==> config.mk <==
export PLATFORM = sky130hd
export DESIGN_NAME = bmpd_front
export DESIGN_NICKNAME = d
export VERILOG_FILES = /design/src/bmpd_pkg.sv /design/src/bmpd_front.sv
export SDC_FILE = /design/constraint.sdc
export NUM_CORES = 1
export LEC_CHECK = 0
export ABC_AREA = 1
export BUFFER_PORTS_ARGS = -buffer_cell sky130_fd_sc_hd__buf_2
export CAP_MARGIN = 10
export CORE_ASPECT_RATIO = 1.75
export CORE_MARGIN = 2
export CORE_UTILIZATION = 35
export CTS_CLUSTER_SIZE = 10
export DETAILED_ROUTE_END_ITERATION = 6
export PLACE_DENSITY_LB_ADDON = 0.05
export SYNTH_ARGS = -nofsm -noshare
export SYNTH_HDL_FRONTEND = slang
export SYNTH_SLANG_ARGS = --single-unit
export TNS_END_PERCENT = 20
==> constraint.sdc <==
create_clock -name i_clk -period 12.25 [get_ports i_clk]
set_input_delay 2.45 -clock i_clk [delete_from_list [all_inputs] [get_ports i_clk]]
set_output_delay 2.45 -clock i_clk [all_outputs]
set_load 0.05 [all_outputs]
==> src/bmpd_pkg.sv <==
// Shared constants, job codes and the job record for the BMP stream decoder.
package bmpd_pkg;

    localparam int DIM_BITS        = 16;
    localparam int PALETTE_ENTRIES = 256;
    localparam int HEADER_BYTES    = 54;
    localparam int PAL_IDX_BITS    = $clog2(PALETTE_ENTRIES);
    localparam int PAL_BYTE_BITS   = $clog2(4 * PALETTE_ENTRIES);
    localparam int HDR_IDX_BITS    = $clog2(HEADER_BYTES);
    localparam int QUEUE_DEPTH     = 4;
    localparam int QUEUE_PTR_BITS  = $clog2(QUEUE_DEPTH);
    localparam int QUEUE_CNT_BITS  = $clog2(QUEUE_DEPTH + 1);

    localparam logic [7:0]  MAGIC_FIRST   = 8'h42;
    localparam logic [7:0]  MAGIC_SECOND  = 8'h4D;
    localparam logic [7:0]  INFO_SIZE     = 8'd40;
    localparam logic [15:0] DEPTH_TRUE    = 16'd24;
    localparam logic [15:0] DEPTH_INDEXED = 16'd8;
    localparam logic [31:0] CONSUMED_TRUE    = 32'(HEADER_BYTES);
    localparam logic [31:0] CONSUMED_INDEXED = 32'(HEADER_BYTES + 4 * PALETTE_ENTRIES);

    // Header byte offsets
    localparam int OFS_DATA   = 10;
    localparam int OFS_INFO   = 14;
    localparam int OFS_WIDTH  = 18;
    localparam int OFS_HEIGHT = 22;
    localparam int OFS_PLANES = 26;
    localparam int OFS_DEPTH  = 28;
    localparam int OFS_COMPR  = 30;
    localparam int OFS_COLORS = 46;

    localparam logic [1:0] KIND_HDR = 2'd0;
    localparam logic [1:0] KIND_PIX = 2'd1;
    localparam logic [1:0] KIND_ERR = 2'd2;

    typedef enum logic [2:0] {
        OP_HDR,
        OP_ERR,
        OP_PIX24,
        OP_PIX8,
        OP_PALW
    } t_op;

    typedef struct packed {
        t_op                     op;
        logic [PAL_IDX_BITS-1:0] addr;
        logic [23:0]             data;
        logic                    last;
        logic [15:0]             width;
        logic [15:0]             height;
        logic [4:0]              depth;
    } t_job;

endpackage

==> src/bmpd_front.sv <==
// Front end: parses the byte stream and issues jobs for the back end.
module bmpd_front (
    input  logic              i_clk,
    input  logic              i_rst_n,
    input  logic              i_accept,
    input  logic [7:0]        i_data_byte,
    input  logic              i_start_of_file,
    output logic              o_job_push,
    output bmpd_pkg::t_job    o_job
);

    typedef enum logic [2:0] {
        PH_HEADER,
        PH_PALETTE,
        PH_SKIP,
        PH_PIXELS,
        PH_PAD,
        PH_DONE,
        PH_ERROR
    } t_phase;

    t_phase r_phase, n_phase;
    logic [bmpd_pkg::HDR_IDX_BITS-1:0]  r_hdr_idx, n_hdr_idx;
    logic                               r_bad, n_bad;
    logic [31:0]                        r_offset, n_offset;
    logic [31:0]                        r_width, n_width;
    logic [31:0]                        r_height, n_height;
    logic [15:0]                        r_depth, n_depth;
    logic [bmpd_pkg::PAL_BYTE_BITS-1:0] r_pal_idx, n_pal_idx;
    logic [15:0]                        r_partial, n_partial;
    logic [31:0]                        r_skip, n_skip;
    logic [bmpd_pkg::DIM_BITS-1:0]      r_col, n_col;
    logic [bmpd_pkg::DIM_BITS-1:0]      r_row, n_row;
    logic [1:0]                         r_bip, n_bip;
    logic [1:0]                         r_pad, n_pad;

    logic [7:0]                    b;
    int unsigned                   idx;
    logic                          final_bad;
    logic [31:0]                   consumed;
    logic                          pix;
    logic [1:0]                    tail;
    logic [bmpd_pkg::DIM_BITS-1:0] w_dim;
    logic [bmpd_pkg::DIM_BITS-1:0] h_dim;

    assign b     = i_data_byte;
    assign w_dim = r_width[bmpd_pkg::DIM_BITS-1:0];
    assign h_dim = r_height[bmpd_pkg::DIM_BITS-1:0];

    always_comb begin
        n_phase   = r_phase;
        n_hdr_idx = r_hdr_idx;
        n_bad     = r_bad;
        n_offset  = r_offset;
        n_width   = r_width;
        n_height  = r_height;
        n_depth   = r_depth;
        n_pal_idx = r_pal_idx;
        n_partial = r_partial;
        n_skip    = r_skip;
        n_col     = r_col;
        n_row     = r_row;
        n_bip     = r_bip;
        n_pad     = r_pad;
        idx       = 0;
        final_bad = 1'b0;
        consumed  = '0;
        pix       = 1'b0;
        tail      = '0;
        o_job_push    = 1'b0;
        o_job.op      = bmpd_pkg::OP_HDR;
        o_job.addr    = '0;
        o_job.data    = '0;
        o_job.last    = 1'b0;
        o_job.width   = r_width[15:0];
        o_job.height  = r_height[15:0];
        o_job.depth   = r_depth[4:0];
        if (i_accept) begin
            if (i_start_of_file) begin
                n_phase   = PH_HEADER;
                n_hdr_idx = '0;
                n_bad     = 1'b0;
                n_pal_idx = '0;
                n_skip    = '0;
                n_col     = '0;
                n_row     = '0;
                n_partial = '0;
                n_bip     = '0;
                n_pad     = '0;
            end
            case (n_phase)
                PH_HEADER: begin
                    idx = int'(n_hdr_idx);
                    // Capture fields a byte at a time and check fixed bytes on arrival
                    if (idx >= bmpd_pkg::OFS_DATA && idx < bmpd_pkg::OFS_DATA + 4)
                        n_offset[8*(idx-bmpd_pkg::OFS_DATA) +: 8] = b;
                    if (idx >= bmpd_pkg::OFS_WIDTH && idx < bmpd_pkg::OFS_WIDTH + 4)
                        n_width[8*(idx-bmpd_pkg::OFS_WIDTH) +: 8] = b;
                    if (idx >= bmpd_pkg::OFS_HEIGHT && idx < bmpd_pkg::OFS_HEIGHT + 4)
                        n_height[8*(idx-bmpd_pkg::OFS_HEIGHT) +: 8] = b;
                    if (idx >= bmpd_pkg::OFS_DEPTH && idx < bmpd_pkg::OFS_DEPTH + 2)
                        n_depth[8*(idx-bmpd_pkg::OFS_DEPTH) +: 8] = b;
                    if (idx == 0 && b != bmpd_pkg::MAGIC_FIRST) n_bad = 1'b1;
                    if (idx == 1 && b != bmpd_pkg::MAGIC_SECOND) n_bad = 1'b1;
                    if (idx == bmpd_pkg::OFS_INFO && b != bmpd_pkg::INFO_SIZE) n_bad = 1'b1;
                    if (idx > bmpd_pkg::OFS_INFO && idx < bmpd_pkg::OFS_INFO + 4 && b != 8'd0)
                        n_bad = 1'b1;
                    if (idx == bmpd_pkg::OFS_PLANES && b != 8'd1) n_bad = 1'b1;
                    if (idx == bmpd_pkg::OFS_PLANES + 1 && b != 8'd0) n_bad = 1'b1;
                    if (idx >= bmpd_pkg::OFS_COMPR && idx < bmpd_pkg::OFS_COMPR + 4 && b != 8'd0)
                        n_bad = 1'b1;
                    if (idx >= bmpd_pkg::OFS_COLORS && idx < bmpd_pkg::OFS_COLORS + 4
                            && b != 8'd0)
                        n_bad = 1'b1;
                    n_hdr_idx = n_hdr_idx + 1'b1;
                    if (idx == bmpd_pkg::HEADER_BYTES - 1) begin
                        final_bad = n_bad
                            || ((r_width >> bmpd_pkg::DIM_BITS) != 32'd0)
                            || ((r_height >> bmpd_pkg::DIM_BITS) != 32'd0)
                            || (r_depth != bmpd_pkg::DEPTH_TRUE
                                && r_depth != bmpd_pkg::DEPTH_INDEXED);
                        o_job_push = 1'b1;
                        if (final_bad) begin
                            n_phase  = PH_ERROR;
                            o_job.op = bmpd_pkg::OP_ERR;
                        end else begin
                            consumed = (r_depth == bmpd_pkg::DEPTH_INDEXED)
                                ? bmpd_pkg::CONSUMED_INDEXED : bmpd_pkg::CONSUMED_TRUE;
                            n_skip = (r_offset > consumed) ? r_offset - consumed : 32'd0;
                            n_col  = '0;
                            n_row  = '0;
                            if (r_width == 32'd0 || r_height == 32'd0) begin
                                n_phase    = PH_DONE;
                                o_job.last = 1'b1;
                            end else if (r_depth == bmpd_pkg::DEPTH_INDEXED) begin
                                n_phase = PH_PALETTE;
                            end else begin
                                n_phase = (n_skip != 32'd0) ? PH_SKIP : PH_PIXELS;
                            end
                        end
                    end
                end
                PH_PALETTE: begin
                    case (n_pal_idx[1:0])
                        2'd0: n_partial[7:0] = b;
                        2'd1: n_partial[15:8] = b;
                        2'd2: begin
                            o_job_push = 1'b1;
                            o_job.op   = bmpd_pkg::OP_PALW;
                            o_job.addr = n_pal_idx[bmpd_pkg::PAL_BYTE_BITS-1:2];
                            o_job.data = {b, n_partial};
                        end
                        default: ;
                    endcase
                    if (&n_pal_idx)
                        n_phase = (n_skip != 32'd0) ? PH_SKIP : PH_PIXELS;
                    n_pal_idx = n_pal_idx + 1'b1;
                end
                PH_SKIP: begin
                    n_skip = n_skip - 32'd1;
                    if (n_skip == 32'd0) n_phase = PH_PIXELS;
                end
                PH_PAD: begin
                    n_pad = n_pad - 2'd1;
                    if (n_pad == 2'd0) n_phase = PH_PIXELS;
                end
                PH_PIXELS: begin
                    if (r_depth == bmpd_pkg::DEPTH_INDEXED) begin
                        pix        = 1'b1;
                        o_job.op   = bmpd_pkg::OP_PIX8;
                        o_job.addr = b;
                    end else begin
                        case (n_bip)
                            2'd0: begin
                                n_partial[7:0] = b;
                                n_bip = 2'd1;
                            end
                            2'd1: begin
                                n_partial[15:8] = b;
                                n_bip = 2'd2;
                            end
                            default: begin
                                pix        = 1'b1;
                                o_job.op   = bmpd_pkg::OP_PIX24;
                                o_job.data = {b, n_partial};
                                n_bip      = 2'd0;
                                n_partial  = '0;
                            end
                        endcase
                    end
                    if (pix) begin
                        o_job_push = 1'b1;
                        if (n_col == w_dim - 1'b1) begin
                            n_col = '0;
                            if (n_row == h_dim - 1'b1) begin
                                n_phase    = PH_DONE;
                                o_job.last = 1'b1;
                            end else begin
                                n_row = n_row + 1'b1;
                                tail  = (r_depth == bmpd_pkg::DEPTH_INDEXED)
                                    ? w_dim[1:0] : 2'(w_dim[1:0] * 2'd3);
                                n_pad = 2'd0 - tail;
                                if (n_pad != 2'd0) n_phase = PH_PAD;
                            end
                        end else begin
                            n_col = n_col + 1'b1;
                        end
                    end
                end
                default: ;
            endcase
        end
    end

    always_ff @(posedge i_clk) begin
        if (!i_rst_n) begin
            r_phase   <= PH_HEADER;
            r_hdr_idx <= '0;
            r_bad     <= 1'b0;
            r_pal_idx <= '0;
            r_skip    <= '0;
            r_col     <= '0;
            r_row     <= '0;
            r_partial <= '0;
            r_bip     <= '0;
            r_pad     <= '0;
        end else begin
            r_phase   <= n_phase;
            r_hdr_idx <= n_hdr_idx;
            r_bad     <= n_bad;
            r_pal_idx <= n_pal_idx;
            r_skip    <= n_skip;
            r_col     <= n_col;
            r_row     <= n_row;
            r_partial <= n_partial;
            r_bip     <= n_bip;
            r_pad     <= n_pad;
        end
        r_offset <= n_offset;
        r_width  <= n_width;
        r_height <= n_height;
        r_depth  <= n_depth;
    end

endmodule

==> results.cfg <==
[logic_synthesis]
synth.distinct_cells = 51
synth_flop_cell = edfxtp_1
synth-edff-count = 112
yosys_warnings = 0
synthArstFlopShare = 0
syn_inst = 2920
syn_nets = 2984
syn_avg_cell_area_um2 = 6.21
synth_area_mm2 = 0.0181
yosysSeqAreaShare = 0.300
ys_ff_latch = 216

[place]
dp_hpwl_mm = 56.4
place.gp.congestion = 0.935
numPortBuffers = 85
placedCellCount = 3557

[critical_path]
end_kind = primary output
slowest_delay_ns = 0.78
cp_max_fo = 105
path_delay_family = buffers and inverters
path_buf_inv = 5
cp_common_cell = nor2_1
path_cells = buf_2, buf_4, inv_6, nand2_1, inv_1, nor2_1, nor2_1, nand2_1, nand2_1, nand3_1, nor2_1, nand4_1, nor2_1, nand3b_1, a221oi_1, buf_2
worstPathArrival_ns = 6.32
cp-start-kind = input pin
crit_required_ns = 9.80
slowest_stage = inv_6
critical_path_class = input pin to primary output

[global_routing]
grt_pass1_wl_mm = 111
antenna_found_initial = 0
grt_max_degree = 106
first_global_vias = 18900
track_usage = 0.269
overflow = 0

[floorplan]
fp.dieW_um = 176
start_util = 0.353
dieArea_mm2 = 0.0537
num_rows = 110
die_h_um = 305
io_pins = 86
core_mm2 = 0.0513

[clock_network]
hold_buffers = 0
cts_buffers = 26
worstSkewPairLatency_ns = 0.57
cts.clk_slew.worst_paths_ns = 0.06
cts_max_level = 1
cts_sinks = 216
cts-root-buf = clkbuf_16
cts.path.max_buffers = 3
cts_tree = built
ctsResizeCount = 0
cts_setup_buffers = 0

[route]
vias_per_cell = 5.33
drtIter0Drc = 1236
drt_wl_total_mm = 73.2
ant_nets = 0
dr.pass1.iters = 5
vias = 19200
wire_per_inst_um = 20.3
drc = 0

[power]
power.leakage_nw = 8.80
peakVddDrop_v = 0.0000983
cellPowerDensity_mw_per_mm2 = 92.3

[finish]
drive_above_1_share = 0.0645
stdcell_count = 3604
nets = 2978
final_cell_mix = 686 x nand2_1, 486 x nor2_1, 387 x inv_1
mostFrequentLayoutCell = nand2_1
syn_to_final_growth_pct = 8.00
multiInputGateArea_mm2 = 0.0104
fill_cells = 5671
antenna_cells = 0
seq_area_mm2 = 0.00545

[job]
maxCapViolCount = 0

[timing]
hold_violations = 0
drv_slew = 0
worst_pin_slew_ns = 1.06
tns_ns = 0
period_minus_slack_ns = 8.77
final.setup_skew_ns = 0.0201
period_share = 0.716
rsz0062_at_grt = no
max_slew_margin = 0.294
setup_viol = 0
clock.fmax_ghz = 0.114

[run_status]
status = finished, final reports clean

[min_path]
hp-class = flip-flop to flip-flop
per-stage QoR:
step	util	hold slack, ns	setup WS, ns	total power [mW]	instance area (um2)
floorplan	-	0.443	4.43	0.979	18100
global placement	0.366	0.455	3.58	1.06	18800
detailed placement	0.366	0.464	3.59	1.06	18800
CTS	0.381	0.473	3.57	1.82	19600
global route	0.381	0.501	3.35	1.88	19600
finish	0.381	0.477	3.48	1.81	19600
synth_stat cells (4+ instances only):
cell type	instances	area (um2)
clkinv_1	5	18.8
a22oi_1	5	37.5
xor2_1	34	298
inv_1	388	1460
nor4_1	30	188
buf_2	13	65.1
nand3b_1	8	60.1
dfxtp_1	104	2080
buf_1	6	22.5
nor2_1	488	1830
clkbuf_1	69	259
o221ai_1	4	35.0
o211ai_1	19	143
a221oi_1	10	87.6
a31oi_1	59	369
a21oi_1	133	666
edfxtp_1	112	3360
o21ai_1	20	100
buf_6	8	90.1
inv_2	9	33.8
buf_4	39	293
o21ai_0	175	876
nor3_1	50	250
nand2_1	686	2570
ha_1	52	651
nor2_4	4	45.0
xnor2_1	9	78.8
nand3_1	246	1230
o21bai_1	6	45.0
nand2_2	10	62.6
nor2_2	19	119
nand4_1	61	382
flip-flops by register name, indices dropped and copies added (netlist names):
register,count
r_row,16
r_height,32
r_partial,16
r_depth,16
r_pal_idx,10
r_hdr_idx,6
r_width,32
r_phase,3
r_skip,32
r_offset,32
r_bad,1
r_col,16
r_pad,2
r_bip,2
worst reg2reg max path, delay by kind of cell, from the launching register on:
family / cells / cell delay [ns]
compound gates: 1 / 0.11
fa+ha+maj: 1 / 0.60
buf+inv: 2 / 0.22
flops: 1 / 0.38
simple gates: 19 / 3.55
final cells by class:
cell class | instances | area share
clock inverters | 1 | 0.000256
flip-flops and latches | 216 | 0.278
well taps | 672 | 0.0429
repair buffers | 101 | 0.0279
inverters | 403 | 0.0775
multi-input cells | 2166 | 0.533
clock buffers | 45 | 0.0400
power by group:
group	internal (mW)	switching [mW]
clock	0.429	0.331
combinational	0.0661	0.193
sequential	0.773	0.0147
total	1.27	0.539
cell families (layout without fill, tap and decap cells):
logic type | Yosys count | count (layout) | synth area share
xor gates and xnor gates | 43 | 43 | 0.0208
AOI/OAI and AO/OA | 446 | 446 | 0.137
buffers and inverters | 538 | 550 | 0.124
and+or+nand+nor | 1625 | 1625 | 0.382
DFF | 216 | 216 | 0.300
adders and majority gates | 52 | 52 | 0.0359
per-layer routing:
layer / up-vias / track usage / wire length, um
li1: 9553 / - / -
met1: 8917 / 0.271 / 25700
met2: 562 / 0.511 / 38700
met3: 195 / 0.0215 / 2660
met4: 0 / 0.191 / 6110
met5: - / 0 / 0
path summary, 6_finish.rpt:
kind | from | slack (ns) | to | cells after the start
worst max-delay path | i_start_of_file | 3.48 | o_job[37] | 16
worst min-delay path | r_bad | 0.48 | r_bad | 2
worst max register to register | r_depth[0] | 7.34 | r_phase[0] | 23
worst min register to register | r_bad | 0.48 | r_bad | 2
Note: power is estimated with default switching activity, not from simulation.
