<file path="src/bmpd_pkg.sv">
// Shared constants, job codes and the job record for the BMP stream decoder.
package bmpd_pkg;

    localparam int DIM_BITS        = 16;
    localparam int PALETTE_ENTRIES = 256;
    localparam int HEADER_BYTES    = 54;
    localparam int PAL_IDX_BITS    = $clog2(PALETTE_ENTRIES);
    localparam int PAL_BYTE_BITS   = $clog2(4 * PALETTE_ENTRIES);
    localparam int HDR_IDX_BITS    = $clog2(HEADER_BYTES);
    localparam int QUEUE_DEPTH     = 4;
    localparam int QUEUE_PTR_BITS  = $clog2(QUEUE_DEPTH);
    localparam int QUEUE_CNT_BITS  = $clog2(QUEUE_DEPTH + 1);

    localparam logic [7:0]  MAGIC_FIRST   = 8'h42;
    localparam logic [7:0]  MAGIC_SECOND  = 8'h4D;
    localparam logic [7:0]  INFO_SIZE     = 8'd40;
    localparam logic [15:0] DEPTH_TRUE    = 16'd24;
    localparam logic [15:0] DEPTH_INDEXED = 16'd8;
    localparam logic [31:0] CONSUMED_TRUE    = 32'(HEADER_BYTES);
    localparam logic [31:0] CONSUMED_INDEXED = 32'(HEADER_BYTES + 4 * PALETTE_ENTRIES);

    // Header byte offsets
    localparam int OFS_DATA   = 10;
    localparam int OFS_INFO   = 14;
    localparam int OFS_WIDTH  = 18;
    localparam int OFS_HEIGHT = 22;
    localparam int OFS_PLANES = 26;
    localparam int OFS_DEPTH  = 28;
    localparam int OFS_COMPR  = 30;
    localparam int OFS_COLORS = 46;

    localparam logic [1:0] KIND_HDR = 2'd0;
    localparam logic [1:0] KIND_PIX = 2'd1;
    localparam logic [1:0] KIND_ERR = 2'd2;

    typedef enum logic [2:0] {
        OP_HDR,
        OP_ERR,
        OP_PIX24,
        OP_PIX8,
        OP_PALW
    } t_op;

    typedef struct packed {
        t_op                     op;
        logic [PAL_IDX_BITS-1:0] addr;
        logic [23:0]             data;
        logic                    last;
        logic [15:0]             width;
        logic [15:0]             height;
        logic [4:0]              depth;
    } t_job;

endpackage

</file>
<file path="src/bmpd_fifo.sv">
// Short job queue between the front and back ends.
module bmpd_fifo (
    input  logic           i_clk,
    input  logic           i_rst_n,
    input  logic           i_push,
    input  bmpd_pkg::t_job i_job,
    output logic           o_full,
    input  logic           i_pop,
    output bmpd_pkg::t_job o_job,
    output logic           o_empty
);

    bmpd_pkg::t_job                      r_mem [bmpd_pkg::QUEUE_DEPTH];
    logic [bmpd_pkg::QUEUE_PTR_BITS-1:0] r_wr, r_rd;
    logic [bmpd_pkg::QUEUE_CNT_BITS-1:0] r_cnt;
    logic                                do_push, do_pop;

    assign o_full  = (r_cnt == bmpd_pkg::QUEUE_CNT_BITS'(bmpd_pkg::QUEUE_DEPTH));
    assign o_empty = (r_cnt == '0);
    assign o_job   = r_mem[r_rd];
    assign do_push = i_push && !o_full;
    assign do_pop  = i_pop && !o_empty;

    always_ff @(posedge i_clk) begin
        if (!i_rst_n) begin
            r_wr  <= '0;
            r_rd  <= '0;
            r_cnt <= '0;
        end else begin
            if (do_push) r_wr <= r_wr + 1'b1;
            if (do_pop) r_rd <= r_rd + 1'b1;
            if (do_push && !do_pop) r_cnt <= r_cnt + 1'b1;
            else if (do_pop && !do_push) r_cnt <= r_cnt - 1'b1;
        end
        if (do_push) r_mem[r_wr] <= i_job;
    end

endmodule

</file>
<file path="config.mk">
export PLATFORM = sky130hd
export DESIGN_NAME = bmpd_fifo
export DESIGN_NICKNAME = d
export VERILOG_FILES = /design/src/bmpd_pkg.sv /design/src/bmpd_fifo.sv
export SDC_FILE = /design/constraint.sdc
export NUM_CORES = 1
export LEC_CHECK = 0
export ABC_AREA = 1
export ABC_CLOCK_PERIOD_IN_PS = 8600
export BUFFER_PORTS_ARGS = -buffer_cell sky130_fd_sc_hd__buf_2
export CORE_UTILIZATION = 60
export DETAILED_ROUTE_END_ITERATION = 10
export GPL_ROUTABILITY_DRIVEN = 0
export PLACE_DENSITY = 0.83
export SLEW_MARGIN = 20
export SYNTH_ARGS = -nofsm -noshare
export SYNTH_HDL_FRONTEND = slang
export SYNTH_SLANG_ARGS = --single-unit
export TNS_END_PERCENT = 50
</file>
<file path="constraint.sdc">
create_clock -name i_clk -period 8.6 [get_ports i_clk]
set_input_delay 1.29 -clock i_clk [delete_from_list [all_inputs] [get_ports i_clk]]
set_output_delay 1.29 -clock i_clk [all_outputs]
set_load 0.005 [all_outputs]
</file>
==> results of run 1 <==
where the power goes:
group	total, W	internal [W]	leakage (nW)	switching [W]
sequential	0.00185	0.00179	2.75	0.0000692
combinational	0.000810	0.000287	1.42	0.000523
clock	0.00124	0.000737	0.450	0.000505
routing by layer:
layer  share of wire [%]  global-route usage (%)  up-vias
met1                  40                    30.0     3299
met5                0.10                       0        -
met2                  49                    39.3      283
li1                    -                       -     3200
met3                 9.1                    5.61       49
met4                 2.0                    7.02        4
worst max-delay path: stages (launching register included):
cell and delay [ns]:
sky130_fd_sc_hd__dfxtp_4 0.54, sky130_fd_sc_hd__inv_4 0.59, sky130_fd_sc_hd__buf_4 0.78, sky130_fd_sc_hd__nor2_1 0.10, sky130_fd_sc_hd__o22ai_1 0.31, sky130_fd_sc_hd__buf_2 0.18
logic make-up (layout without fill, tap and decap cells):
logic type	count (synthesis)	after routing	synth area share, %
XOR/XNOR	1	1	0.0774
AO/OA/AOI/OAI	223	223	10.7
adder cells (fa/ha/maj)	6	6	0.729
buffers and inverters	65	230	3.46
AND/OR/NAND/NOR	180	180	6.04
other	0	3	0
flip-flops	301	301	79.0
cell usage in the layout (no fill, tap or decap), types with 5 or more instances in the layout:
cell type	count
sky130_fd_sc_hd__edfxtp_1	292
sky130_fd_sc_hd__nor2_1	156
sky130_fd_sc_hd__buf_2	151
sky130_fd_sc_hd__o21ai_0	80
sky130_fd_sc_hd__o22ai_1	73
sky130_fd_sc_hd__o21ai_1	67
sky130_fd_sc_hd__clkbuf_16	29
sky130_fd_sc_hd__inv_1	16
sky130_fd_sc_hd__nand2_1	15
sky130_fd_sc_hd__buf_4	8
sky130_fd_sc_hd__clkbuf_1	7
sky130_fd_sc_hd__dfxtp_1	7
sky130_fd_sc_hd__ha_1	5
sky130_fd_sc_hd__clkinv_2	5
sky130_fd_sc_hd__clkinv_1	5
cells in the mapped netlist, types with 3 or more instances:
master                     instances  share of area (%)
sky130_fd_sc_hd__buf_4            10               0.66
sky130_fd_sc_hd__nand2_1          15               0.50
sky130_fd_sc_hd__ha_1              5               0.55
sky130_fd_sc_hd__o21ai_0          80                3.5
sky130_fd_sc_hd__inv_1            16               0.53
sky130_fd_sc_hd__edfxtp_1        292                 77
sky130_fd_sc_hd__buf_2             4               0.18
sky130_fd_sc_hd__dfxtp_1           9                1.6
sky130_fd_sc_hd__o21ai_1          67                3.0
sky130_fd_sc_hd__nand3_1           4               0.18
sky130_fd_sc_hd__nor2_1          160                5.3
sky130_fd_sc_hd__clkbuf_1         16               0.53
sky130_fd_sc_hd__buf_6            13                1.3
sky130_fd_sc_hd__a21oi_1           3               0.13
sky130_fd_sc_hd__clkbuf_2          4               0.18
sky130_fd_sc_hd__o22ai_1          73                4.0
path summary, 6_finish.rpt:
| kind | end | slack [ns] | cells after the start |
|---|---|---|---|
| max reg2reg | r_mem[3][58]$_DFFE_PP_ | 5.80 | 5 |
| max | o_job[30] | 4.17 | 5 |
| min reg2reg | flop | 0.50 | 2 |
| min | flop | 0.50 | 2 |
area by class of cell:
| type | instances | area share (%) |
|---|---|---|
| inverter | 18 | 0.535 |
| antenna | 3 | 0.0574 |
| multi-input combinational | 410 | 15.4 |
| tap | 229 | 2.19 |
| clock inverter | 17 | 1.42 |
| clock buffer | 36 | 5.75 |
| timing repair buffer | 159 | 6.23 |
| sequential | 301 | 68.4 |
flip-flops by register name, summed over array words and instances (netlist names), named ones only:
signal / cells
r_wr: 2
r_mem: 292
r_rd: 2
r_cnt: 3
through the flow:
step / instances / hold WS (ns) / power (W) / setup WS, ns / instance area [sq um]
final: 1173 / 0.500 / 0.00391 / 4.17 / 13100
after CTS: 1170 / 0.499 / 0.00393 / 4.24 / 13100
after global routing: 1171 / 0.531 / 0.00409 / 4.01 / 13100
after floorplan: 776 / 0.465 / 0.00240 / 3.65 / 11300
after global placement: 1117 / 0.482 / 0.00267 / 4.87 / 12100
after detailed placement: 1117 / 0.486 / 0.00269 / 4.81 / 12100
==> results summary, run 1 <==
The post-synthesis net count is 859. The sum of routed wire length over all layers is about 22000 um. Dividing the synthesized area by the synthesized cell count gives ~15 sq um. The initialized floorplan defines 49 standard-cell rows. In this run the most critical hold path is launched from r_rd[1]$_SDFFE_PN0P_.

Setup repair after global routing left no endpoint under its margin. The total count of hold-check failures in the final report is 0. The clock passes through at most 3 buffers. The detail-routed net length per standard cell is ~19 um. Summed over all failing endpoints, the final setup total negative slack is 0 ns. In this run, the number of DRC markers left after iteration 0 of detailed routing was 583.

The proportion of register bits with asynchronous set or reset after synthesis is 0%. The cell area after technology mapping is roughly 11000 sq um. Summed over all nets, the half-perimeter wirelength after detailed placement is 12200 um. The synthesized instance count is around 780. The worst ir drop on vdd is about 210 uV. The final routed DRC violation total came out at 0. In this run, CTS created clock tree buffers numbering 29. The pin slew with the least headroom to its limit is about 1.1 ns.

The number of clock sinks is around 300. After clock tree synthesis, the setup repair step added 0 buffers. The clock reaches the later pin of the worst-skew pair after 0.53 ns. The startpoint identified for the worst register-to-register timing path is r_cnt[0]$_SDFFE_PN0P_. The max capacitance violation total is 0. The yosys synthesis warning count is 0. The number of antenna violations at the first check in global routing was 5.

The starting density of the core came out at between 60% and 70%. The static leakage is ~4.6 nW. The combined flip-flop and latch cell area came out at between 8000 and 9000 sq um. Sequential elements use 79.0% of the synthesized area.

The total overflow left after global routing is 0. The number of pins with negative max-slew slack in the final report was 0. The signal arrival time at the worst endpoint came out at between 3 and 4 ns. The maximum number of pins on one net before global-route repair is 83. The synthesized flop and latch total came out at 301. Using the TritonRoute via totals, the vias-per-cell ratio works out to roughly 5.8. The ratio of final minimum period to clock period came out at 51.6%. The cell area power density came out at about 300 nW/um^2. CTS built an H-tree with a depth of 1. The proportion of layout cells with a drive suffix above 1 came out at around 22%. The critical path startpoint category is a flop. The global-route usage over all layers came out at between 20% and 30%. STA classifies the critical path endpoint as an output port. The die span in x is about 140 um. The clock skew is 0.00822 ns. The floorplan step set the die height to 139 um. Of all nets on the critical path, the largest fanout is slightly above 80. The post-synthesis cell type count came out at 21. The total number of nets in the final design came out at approximately 1000. The critical path is of the flop to output port type.

In this run the standard cell core region covers 18200 sq um. The number of cells upsized or downsized after cts is 0. The number of setup violations in the final report came out at 0. The total area of multi-input combinational cells came out at 2010 sq um.

Measured against its own limit, the worst slew margin works out to 26.3%. In this run the remaining antenna-violating nets after routing total 0. The number of enable-type register cells in the synthesized netlist is between 200 and 300. Clock tree synthesis selected as its root buffer the cell sky130_fd_sc_hd__clkbuf_16. The overall via count from detail_route is between 6000 and 7000.

The final core area utilization is ~72%. The count of buffers from port buffering came out at between 150 and 200. After filler insertion, the fill cell instance count of the layout stands at between 1000 and 1500. The area of the die came out at ~19000 sq um. The tightest min-delay check is of the flop to flop type. The count of hold buffers inserted by post-cts repair is 0. The run finished with clean final reports. The worst path in the final design needs a cycle of 4.43 ns, including I/O delays and setup.

The worst endpoint required time is between 7 and 8 ns. From synthesis to final layout, the design area changed by 15.6%. Among all flip-flop cells after synthesis, the most frequent one is sky130_fd_sc_hd__edfxtp_1. The global-route wire length before repair came out at approximately 35000 um. The first detailed-routing pass took 5 iterations.

The via count of the first global-routing pass is slightly below 7000. The timing-limited maximum frequency is around 0.23 GHz. Clock-pin slew was measured on the worst setup and hold paths at approximately 0.060 ns.

The top-level I/O count came out at approximately 150. TritonCTS built the clock tree.
(Power assumes the default switching activity.)
==> inputs of run 2 (changes only) <==
ABC_AREA = 0   (was 1)
ABC_CLOCK_PERIOD_IN_PS = 3570   (was 8600)
CORE_UTILIZATION = 51   (was 60)
PLACE_DENSITY = 0.75   (was 0.83)
clock period = 3.57 ns   (was 8.6 ns; I/O delays follow)
==> run 2 against run 1 <==
Die area is 15% higher. Worst hold slack worse by 0.27 ns. Sequential power rose by 140%. Clock power is 130% higher. Utilization fell by 10 points. Synthesized area down 2.1%. Register-to-register slack got worse by 4.8 ns. Combinational power grew 130%. Highest routed layer unchanged.
==> results summary, run 2 <==
The run finished with clean final reports. The number of enable-type register cells in the synthesized netlist came out at around 290. Dividing the detail-routed via count by the number of cells gives between 5 and 6.

The number of pins with negative max-slew slack in the final report came out at 0. The internal power consumption is roughly 0.007 W. The sequential share of power came out at about half. In the final layout, the registers with the most flip-flops are r_mem: 292 flops, r_cnt: 3 flops. Sorting the synthesized cells by area gives the leading types as sky130_fd_sc_hd__edfxtp_1 79%, sky130_fd_sc_hd__mux4_2 15%, sky130_fd_sc_hd__dfxtp_1 1.6%, sky130_fd_sc_hd__buf_12 1.3%, sky130_fd_sc_hd__ha_1 0.56%. The core region is 21200 sq um. The register with the most flip-flops in the layout has slightly below 300 of them. The static leakage is approximately 4.4 nW.

The first routing iteration left a little over 300 violations. The total count of hold-check failures in the final report came to 0. Dividing the detail-routed wire length by the instance count gives ~21 um. The number of rows created at floorplan is 53. The number of clock sinks came out at roughly 300.

The height of the die came out at between 100 and 150 um. The final sum of negative setup slack is 0 ns. Combinational cells account for between 20% and 30% of the total power. The clock skew came out at roughly 0.0077 ns.

In the routed design, unresolved DRC markers number 0. Headroom to the max-slew limit came out at 54.0%. The master cell of the clock root buffer is sky130_fd_sc_hd__clkbuf_16.

The clock latency on the worst-skew pair is ~0.52 ns. The global-route usage over all layers came out at approximately 18%. The critical path is of the flop to output port type. In the layout the commonest cells are 292 x sky130_fd_sc_hd__edfxtp_1, 151 x sky130_fd_sc_hd__buf_2, 73 x sky130_fd_sc_hd__mux4_2, 29 x sky130_fd_sc_hd__clkbuf_16, 9 x sky130_fd_sc_hd__clkbuf_1. After global routing the overflow that remains totals 0. The fraction of power spent switching nets is about a quarter. The worst endpoint required time is 3.03 ns. Fill cells in the final layout number approximately 1500. Across all register-to-register paths, the minimum setup slack is approximately 0.96 ns.

The routing usage on met2 came out at slightly below 30%. The post-synthesis share of cell area spent on and, or, nand and nor gates is 0.914%. Once detail routing completed, the nets flagged for antenna violations numbered 0. By count the netlist is led by 292 x sky130_fd_sc_hd__edfxtp_1, 73 x sky130_fd_sc_hd__mux4_2, 9 x sky130_fd_sc_hd__dfxtp_1. The area of the die is approximately 22000 sq um.

The yosys synthesis warning count came out at 0. STA classifies the critical path endpoint as an output port. The ratio of final minimum period to clock period is 79.6%. The post-CTS setup-driven buffer insertion count came out at 0. The post-synthesis net count is 512. The global-route wire length before repair came out at ~30000 um. The die is between 100 and 150 um wide. The share of total power dissipated in the clock network is 31.0%.

The type of the tightest min-delay check is input port to flop. The proportion of register bits with asynchronous set or reset after synthesis is 0%. The starting density of the core came out at between 50% and 60%. The clock buffer count from CTS is 29.

The timing-limited maximum frequency came out at about 0.35 GHz. The final core area utilization came out at between 60 and 70%. Data on the critical path arrives at its endpoint at around 2.3 ns. After synthesis the cells add up to between 10000 and 15000 sq um. TritonCTS built the clock tree. The biggest area contributor in the post-synthesis netlist is sky130_fd_sc_hd__edfxtp_1. Setup violations remaining at the end of the flow were counted as 0. The count of buffers from port buffering came out at ~150. The total area of multi-input combinational cells is just under 2000 sq um.

The number of buffers between clock root and the deepest sink is 3. In the synthesized netlist the dominant register cell turns out to be sky130_fd_sc_hd__edfxtp_1. The cell area power density is 709 nW/um^2. The global routing stage identified its most utilized layer as met2. The final instance area is 13100 sq um. Along the worst path, the maximum fanout reaches 25. The multiplexer area fraction after synthesis came out at roughly 15%. The final HPWL from detailed placement came out at approximately 12000 um. Wires add up to 19100 um.

The critical path startpoint category is a flop. The post-synthesis sequential area ratio is between 80% and 90%. The clock slew seen by the registers of the worst setup and hold paths is 0.06 ns. The maximum number of pins on one net before global-route repair is between 40 and 50. The synthesized flop and latch total came out at 301. The overall via count from detail_route came out at between 4000 and 5000. The number of H-tree levels came out at 1. Global routing used 4.36% of the available met3 tracks. The share of synthesized cell area in full adder, half adder and majority cells came out at less than 1%.

The placed standard-cell area came out at ~12000 sq um. After the last flow step, the layout net total stands at just under 700. Max-cap violations in this run came to 0.

Global routing used 24.3% of the available met1 tracks. The pin slew with the least headroom to its limit came out at ~0.69 ns. The post-synthesis cell type count is 24. Counting flops per register, the top entry is r_mem. The library cell used most frequently in the layout, excluding fill and tap cells, is sky130_fd_sc_hd__edfxtp_1.

The dominant cell by count in the synthesized netlist is sky130_fd_sc_hd__edfxtp_1. The net switching power is 0.00223 W. The proportion of layout cells with a drive suffix above 1 came out at roughly 45%. The synthesized-area fraction occupied by xor and xnor cells came out at less than 1%. The relative area change from synthesis to final layout came out at 17.9%. The area share of the leading cell type in the synthesized netlist is around four fifths. During I/O placement, the number of pins put on the boundary was approximately 150. Synthesis produced a netlist whose cell count is between 400 and 500. The mean cell area of the mapped netlist is ~26 sq um.

IR analysis of the VDD net gives a maximum drop of 462 uV. The number of antenna violations at the first check in global routing came out at 4. The pre-antenna-repair detailed-routing pass consisted of 4 iterations. The share of the synthesized area in compound gates (AO/OA/AOI/OAI) came out at less than 1%. Setup repair after global routing left no endpoint under its margin.

By area, the combinational part of the netlist is dominated by multiplexers. For the finished layout, the period the worst path requires is between 2 and 3 ns. Summing all flip-flop and latch instances after layout gives around 9000 sq um. The via count of the first global-routing pass is between 5000 and 6000. The count of hold buffers inserted by post-cts repair came out at 0. The number of cells upsized or downsized after cts came out at 0.
-- run 2: cell types whose count changed after synthesis, sizes merged, moves of 8 or more --
cell,delta
and2,+8
buf,-11
clkbuf,-18
inv,-14
mux4,+73
nand2,-11
nor2,-160
o21ai,-146
o22ai,-73
-- run 2: kinds of logic (layout without fill, tap and decap cells) --
family                   Yosys count  in the layout
adder cells (fa/ha/maj)            6              6
multiplexers                      76             76
other                              0              2
AND/OR/NAND/NOR                   17             17
flip-flops                       301            301
buffers and inverters             21            218
XOR/XNOR                           4              4
AO/OA/AOI/OAI                      4              4
-- run 2: cell type report --
type,instances,area share (%)
clock buffers,38,5.81
diodes,2,0.0383
multi-input cells,107,14.8
flip-flops and latches,301,68.5
inverters,3,0.0861
well taps,275,2.63
repair buffers,163,7.04
clock inverters,14,1.07
-- run 2: worst max-delay path: stages (launching register included) --
cell                      delay [ns]
sky130_fd_sc_hd__dfxtp_4        0.68
sky130_fd_sc_hd__buf_4          0.39
sky130_fd_sc_hd__mux4_2         0.55
sky130_fd_sc_hd__buf_2          0.14
-- run 2: power groups by stage --
stage,combinational [W],clock [W],sequential (W)
global placement,0.00189,0,0.00456
floorplan,0.00139,0,0.00445
finish,0.00189,0.00287,0.00451
global route,0.00206,0.00307,0.00456
CTS,0.00194,0.00293,0.00452
detailed placement,0.00192,0,0.00460
-- run 2: final timing paths --
path	depth (start not counted)	endpoint	from
max	3	o_job[19]	flop
min	1	r_mem[2][52]$_DFFE_PP_	i_job[52]
max reg2reg	8	r_cnt[2]$_SDFFE_PN0P_	r_cnt[0]$_SDFFE_PN0P_
min reg2reg	2	r_wr[0]$_SDFFE_PN0P_	r_wr[0]$_SDFFE_PN0P_
-- run 2: per-layer routing --
layer	share of wire [%]	up-vias
met3	6.3	23
met1	42	2569
met5	0.12	-
met4	1.1	4
met2	51	152
li1	-	2189
-- run 2: metrics by stage --
step,setup WS (ns),hold WS (ns),total power [W],instances
final,0.727,0.226,0.00927,903
after global placement,1.15,0.476,0.00646,849
after detailed placement,0.951,0.499,0.00652,849
after floorplan,0.598,0.468,0.00584,429
after global routing,0.532,0.196,0.00969,901
after CTS,0.618,0.199,0.00940,901
